--- config.mk ---
export PLATFORM = sky130hd
export DESIGN_NAME = cam_count_mem
export DESIGN_NICKNAME = d
export VERILOG_FILES = /design/src/sv/clique_associative_memory_defines.svh /design/src/sv/cam_pkg.sv /design/src/sv/cam_count_mem.sv
export SDC_FILE = /design/constraint.sdc
export NUM_CORES = 1
export LEC_CHECK = 0
export ABC_CLOCK_PERIOD_IN_PS = 8500
export BUFFER_PORTS_ARGS = -buffer_cell sky130_fd_sc_hd__buf_2
export CAP_MARGIN = 15
export CORE_MARGIN = 5
export CORE_UTILIZATION = 45
export CTS_BUF_LIST = sky130_fd_sc_hd__clkbuf_4
export CTS_CLUSTER_SIZE = 30
export DETAILED_ROUTE_END_ITERATION = 8
export GPL_ROUTABILITY_DRIVEN = 0
export PLACE_DENSITY_LB_ADDON = 0.05
export SLEW_MARGIN = 30
export SYNTH_ARGS = -nofsm -noshare
export SYNTH_HDL_FRONTEND = slang
export SYNTH_SLANG_ARGS = --single-unit
export TNS_END_PERCENT = 5
--- constraint.sdc ---
create_clock -name clock -period 8.5 [get_ports clock]
set_input_delay 0.85 -clock clock [delete_from_list [all_inputs] [get_ports clock]]
set_output_delay 0.85 -clock clock [all_outputs]
set_load 0.005 [all_outputs]
--- src/sv/clique_associative_memory_defines.svh ---
// Assertion macros used by the clique associative memory top level.
`ifndef CLIQUE_ASSOCIATIVE_MEMORY_DEFINES_SVH
`define CLIQUE_ASSOCIATIVE_MEMORY_DEFINES_SVH
// Property checked on every rising clock edge outside reset.
`define CAM_ASSERT(label, prop, msg) \
   label: assert property (@(posedge clock) disable iff (reset) (prop)) else $error(msg);
// Property checked on every edge, reset included.
`define CAM_ASSERT_ALWAYS(label, prop, msg) \
   label: assert property (@(posedge clock) (prop)) else $error(msg);
`endif

--- src/sv/cam_pkg.sv ---
// Package for the clique associative memory: types, constants, codes.
`timescale 1ns / 1ps
package cam_pkg;
   localparam int CAM_CLUSTERS   = 8;
   localparam int CAM_NEURONS    = 16;
   localparam int CAM_COUNT_BITS = 8;
   localparam int FIELD_BITS     = 4;
   localparam int SLOTS          = 8;

   typedef enum logic [2:0] {
      FUNC_STORE     = 3'd0,
      FUNC_ACTIVATE  = 3'd1,
      FUNC_PROPAGATE = 3'd2,
      FUNC_STABILIZE = 3'd3,
      FUNC_STIMULATE = 3'd4,
      FUNC_SHUTDOWN  = 3'd5,
      FUNC_CLEAR     = 3'd6,
      FUNC_NONE      = 3'd7
   } func_type;

   typedef enum logic [2:0] {
      ST_IDLE,
      ST_LINK,
      ST_PROP,
      ST_STAB,
      ST_CNTCLR,
      ST_DONE
   } state_type;

   typedef struct packed {
      logic [2:0] func;
      logic [3:0] neuron_0;
      logic [3:0] neuron_1;
      logic [3:0] neuron_2;
      logic [3:0] neuron_3;
      logic [3:0] neuron_4;
      logic [3:0] neuron_5;
      logic [3:0] neuron_6;
      logic [3:0] neuron_7;
      logic [2:0] stim_cluster;
      logic [3:0] stim_neuron;
   } req_type;

   typedef struct packed {
      logic [3:0] active_0;
      logic [3:0] active_1;
      logic [3:0] active_2;
      logic [3:0] active_3;
      logic [3:0] active_4;
      logic [3:0] active_5;
      logic [3:0] active_6;
      logic [3:0] active_7;
      logic       active_valid;
   } rsp_type;

   // Counter memory commands from the sequencer.
   typedef struct packed {
      logic rd;
      logic inc;
      logic clr;
   } cnt_ctl_type;
endpackage

--- src/sv/cam_count_mem.sv ---
// Stimulation count store: read-modify-write with saturation, one entry a cycle.
`timescale 1ns / 1ps
module cam_count_mem import cam_pkg::*; #(
   parameter int TOTAL      = CAM_CLUSTERS * CAM_NEURONS,
   parameter int COUNT_BITS = CAM_COUNT_BITS
) (
   input  logic                     clock,
   input  logic                     reset,
   input  cnt_ctl_type              ctl,
   input  logic [$clog2(TOTAL)-1:0] addr,
   output logic [COUNT_BITS-1:0]    rdata
);
   localparam int AW = $clog2(TOTAL);
   logic [COUNT_BITS-1:0] mem [TOTAL];
   logic [AW-1:0]         wa_ff;
   logic                  winc_ff;
   logic                  fwd_ff;
   logic [COUNT_BITS-1:0] wval_ff;
   logic [COUNT_BITS-1:0] wval;
   logic [COUNT_BITS-1:0] rd_raw;
   logic [COUNT_BITS-1:0] fwd_in;
   logic                  rd_en;

   assign rd_en = ctl.rd || ctl.inc;

   // Pending increment from the prior cycle; forward it when the same entry
   // was read in the cycle it was written
   always_ff @(posedge clock) begin
      if (reset) begin
         winc_ff <= 1'b0;
         fwd_ff  <= 1'b0;
      end else begin
         winc_ff <= ctl.inc;
         fwd_ff  <= winc_ff && rd_en && (wa_ff == addr);
      end
      wa_ff   <= addr;
      wval_ff <= wval;
   end

   assign fwd_in = fwd_ff ? wval_ff : rd_raw;
   assign wval   = (&fwd_in) ? fwd_in : fwd_in + 1'b1;

   // Write stage: clear writes zero, else the saturated increment lands
   always_ff @(posedge clock) begin
      if (ctl.clr) begin
         mem[addr] <= '0;
      end else if (winc_ff) begin
         mem[wa_ff] <= wval;
      end
   end

   // Registered read
   always_ff @(posedge clock) begin
      if (rd_en) begin
         rd_raw <= mem[addr];
      end
   end

   assign rdata = fwd_in;
endmodule

Word level (Yosys, flattened, before mapping)

Memories as Yosys holds them, arrays and structs flattened. A register that Yosys moved wholly into a read port is not among the register bits.
Index checks and enable logic that the tools add are counted.

RAM bits: 1024
Bits in latches: 0
Memories: 1
Logic and storage cells: 22
Register bits: 17
Memory bits (read-only): 0
Output and inout bits: 8
Bits of input ports: 12

Add/sub/neg operators: 1
Reduce and logical (&&, ||, !) cells: 5
$mul: 0
Magnitude comparators: 0
Bitwise logic cells: 0
Muxes and demuxes: 10
Shifts and indexed selects: 0
Div/mod/pow operators: 0
Equal/unequal tests: 1

Memories:

| name | words | width | read ports | clocked after Yosys merged registers in | write ports | line                | source |
|---|---|---|---|---|---|---|---|
| mem  | 128   | 8     | 1          | 1                                       | 1           | cam_count_mem.sv:14 | `logic [COUNT_BITS-1:0] mem [TOTAL];` |

Operators by type and width:

| kind                  | count |
|---|---|
| $mux W8               | 3 |
| $add A8 B1 Y8 const B | 1 |
| $reduce_and A8 Y1     | 1 |
| $reduce_or A8 Y1      | 1 |
| $eq A7 B7 Y1          | 1 |
| $mux W7               | 1 |
| $mux W1               | 6 |
| $logic_and A1 B1 Y1   | 2 |
| $logic_or A1 B1 Y1    | 1 |

Logic depth before layout (Yosys ltp)

Depth in word-level cells: 5
Gate-level depth with buffers: 8

Least setup slack after synthesis

OpenSTA, ideal clock, no wires.

Path type: reg2reg
Start: reg fwd_ff
End: mem mem[0][5] (netlist bit) (data pin)
Arrival time: 5.165 ns
Path slack: 2.444 ns
Path buffers: 1
Stages on the path, launching flop included: 6
Library setup time: 0.891 ns
Clock period less this slack: 6.056 ns
Path through: dfxtp_1 buf_1 nand3_1 a2111oi_0 xnor2_1 a21oi_1

Longest elaborated chain between the ends: 4
Elaborated cells between the ends (all ways): 5
Classes of those cells: add/sub (1); mux (3); reduce/logical (1)

RTL lines:

| what                                               | line                | source |
|---|---|---|
| start, declared                                    | cam_count_mem.sv:17 | `logic fwd_ff;` |
| start signal, assigned                             | cam_count_mem.sv:34 | `fwd_ff <= winc_ff && rd_en && (wa_ff == addr);` |
| $mux W8 (*)                                        | cam_count_mem.sv:40 | `assign fwd_in = fwd_ff ? wval_ff : rd_raw;` |
| $add A8 B1 Y8 or $reduce_and A8 Y1 (tied branches) | cam_count_mem.sv:41 | `assign wval = (&fwd_in) ? fwd_in : fwd_in + 1'b1;` |
| $mux W8 (*)                                        | cam_count_mem.sv:41 |  |
| $mux W8 (no source line) (*)                       | n/a                 |  |
| end, declared                                      | cam_count_mem.sv:14 |  |

Every way passes the cells marked *; elsewhere a longest branch is shown, timed or not.

Worst setup path after layout

Start: reg winc_ff
End: mem mem[116][2] (netlist bit) (enable)

Longest elaborated chain between the ends: 5
Elaborated cells between the ends (all ways): 6
Classes of those cells: mux (5); reduce/logical (1)

RTL lines:

| what                                                | line                | source |
|---|---|---|
| start, declared                                     | cam_count_mem.sv:16 | `logic winc_ff;` |
| start signal, assigned                              | cam_count_mem.sv:33 | `winc_ff <= ctl.inc;` |
| $mux W1 (*)                                         | cam_count_mem.sv:47 | `end else if (winc_ff) begin` |
| $mux W1 (*)                                         | cam_count_mem.sv:45 | `if (ctl.clr) begin` |
| $mux W1 (implied by the code) (*)                   | cam_count_mem.sv:48 | `mem[wa_ff] <= wval;` |
| $reduce_or A8 Y1 (no source line)                   | n/a                 |  |
| $mux W7 (no source line) or $mux W1 (tied branches) | n/a                 |  |

Marks and branches as above.

==> results.toml <==
[status]
status = "finished, final reports clean"

[timing]
relSlewSlack_pct = 28.8
setup_violations = 0
fmax_mhz = 255
whs_ns = 0.233
fin_crit_ns = 3.92
finalMaxSlewViolations = 0
worst_pin_slew_ns = 1.06
finalCritPeriodShare_pct = 46.1
final.setup.worst_slack_ns = 4.58
tns_ns = 0
hold_viol = 0
clock_skew_ns = 0.0810
rsz0062_at_grt = "false"

[global_route]
grt-ovfl-total = 0
grt_first_pass_wirelength_um = 145000
grt_pass1_vias = 20500
antenna_found_initial = 11
grt_use_total_pct = 20.9
grt_start_max_net_pins = 146

[place]
placed_area_um2 = 42400
portBuffers = 19
pre_cts_ws_ns = 3.95
placed_cells = 2883
dpl.hpwl_um = 57800

[clocking]
cts_resized = 0
cts_tree = "done"
ctsLongestPathBuffers = 4
insertion_delay_ns = 1.09
htree_levels = 5
path_clk_slew_ns = 0.06
numCtsBuffers = 293
cts-root-buf = "clkbuf_4"
cts.sinks = 1049

[synthesis]
yosysTopAreaCellShare_pct = 76.0
synth_ff_type = "edfxtp_1"
synth_edf_count = 1032
synth_area_leaders = "edfxtp_1 76%, mux4_2 19%, nor2_1 1.2%, dfxtp_1 0.83%, clkbuf_1 0.51%"
ys_warn_count = 0
syn_nets = 1764
async_flop_share_pct = 0
ys_seq_area_share_pct = 76.9
yosys.area.top_type = "edfxtp_1"
ys_ff_latch = 1049
syn_area_um2 = 40800
synth_cell_types = 42
syn_area_per_cell_um2 = 23.3
syn_inst = 1751

[die]
core-area_um2 = 90000
die_h_um = 311
fp-row-count = 110
ioPinCount = 20
die_w_um = 311
start_util_pct = 45.3
die_area_um2 = 96700

[critical_path]
crit_chain = "nor2b_1 > buf_4 > a32oi_1 > nand2b_2 > nor2_1"
endpoint_kind = "register"
cp_slowest_cell = "nor2_1"
start_kind = "register"
critPathArrivalTime_ns = 4.56
critical_path_class = "register to register"
required_ns = 9.15
cp_max_fo = 13
max_stage_delay_ns = 0.85

[finish]
fin_cells = 3375
fill_cells = 7283
area_delta_synth_final_pct = 12.7
nets = 2021
drive_above_1_share_pct = 39.8
final_cell_area_um2 = 45900

[detailed_routing]
routed_wl_um = 100000
drtIter0Drc = 1867
num_vias = 19600
postRouteAntennaNets = 0
route.detailed.drc = 0
dr.pass1.iters = 5
via_per_inst = 5.80
wl_per_cell_um = 29.7

[power]
p_clk_share_pct = 40.4
p_sw_share_pct = 22.6
leakage_nw = 14.6
vdd_drop_max_mv = 0.122
seq_power_share_pct = 54.2
intPower_mw = 8.19
powerDensity_nw_per_um2 = 230
comb_power_share_pct = 5.4
p_sw_mw = 2.39

[min_path]
hold_path_class = "primary input to register"

[flow_run]
max_cap_viol_count = 0
## worst paths after layout
check                                 from           to  slack, ns  depth (start not counted)
worst max register to register     winc_ff  mem[116][2]       4.58                          5
worst max-delay path               winc_ff  mem[116][2]       4.58                          5
worst min-delay path                 reset       fwd_ff       0.23                          3
worst min register to register  wval_ff[0]   wval_ff[0]       0.65                          2
## sequential cells by signal, indices dropped and copies added (netlist names)
name / count
wval_ff: 8
rd_raw: 8
mem: 1024
fwd_ff: 1
wa_ff: 7
winc_ff: 1
## cells in the final DEF, fill, tap and decap left out, drive strengths merged, types with 2 or more instances in the layout
master       instances
a21oi                6
a32oi                6
and2                 9
and3                 3
buf                 53
bufinv               2
clkbuf             405
clkinv              73
dfxtp               17
diode                2
dlygate4sd3          3
edfxtp            1032
inv                 13
mux2                12
mux2i                6
mux4               336
nand2               20
nand2b               7
nand3                5
nand3b               5
nor2               132
nor2b                3
nor3                 2
nor3b                2
nor4                 2
o21ai                8
o21bai               7
or2                  3
or3                  2
xnor2                9
xor2                 2
## power groups by stage
stage,Sequential (mW),Combinational [mW],Clock [mW]
floorplan,5.84,0.359,0
global placement,5.85,0.568,0
detailed placement,5.85,0.578,0
CTS,5.74,0.580,4.41
global route,5.74,0.608,4.72
finish,5.74,0.570,4.27
## metal layers
metal | wire length, um | vias to the layer above | track usage (%)
met2 | 46500 | 794 | 31.3
met4 | 1500 | 0 | 5.63
li1 | - | 8162 | -
met5 | 0 | - | 0
met3 | 7480 | 116 | 6.09
met1 | 44800 | 10500 | 30.6
## per-stage QoR
step | utilization [%] | power (mW)
floorplan | - | 6.20
global placement | 47.0 | 6.42
detailed placement | 47.1 | 6.43
CTS | 50.9 | 10.7
global route | 51.0 | 11.1
finish | 51.0 | 10.6
## cell usage after synthesis (8+ instances only)
cell,count
edfxtp_1,1032
mux4_2,336
nor2_1,132
clkbuf_1,55
nand2_1,20
dfxtp_1,17
buf_1,14
buf_2,14
mux2_2,12
and2_1,9
buf_4,9
inv_1,9
xnor2_1,9
o21ai_0,8
## layout make-up
type                            count  area, um2  share of cell area, %
Sequential cell                  1049      31300                   68.2
Multi-Input combinational cell    599       9170                   20.0
Clock buffer                      405       3040                   6.62
Tap cell                         1176       1470                   3.20
Timing Repair Buffer               56        526                   1.14
Clock inverter                     79        360                  0.784
Inverter                            9       33.8                 0.0735
Antenna cell                        2       5.00                 0.0109
## what timing repair did
| action | CTS | global route |
|---|---|---|
| buffers inserted | 0 | 0 |
| endpoints found under the hold margin | 2 | 0 |
| hold buffers | 3 | 0 |
## cell families (layout without fill, tap and decap cells)
family          after synthesis  in the layout  share of synthesized area [%]
flops                      1049           1049                           76.9
mux                         354            354                           19.0
simple gates                199            199                           2.15
buf+inv                     103            549                           1.11
compound gates               34             34                          0.562
xor+xnor                     11             11                          0.236
fa+ha+maj                     1              1                         0.0307
other cells                   0              2                              0
## critical path, delay by kind of cell, from the launching register on
family          cells  cell delay (ns)
simple gates        3             2.18
buf+inv             1             0.34
compound gates      1             0.27
flops               1             0.67
No activity file was read; power rests on OpenSTA's default activity.
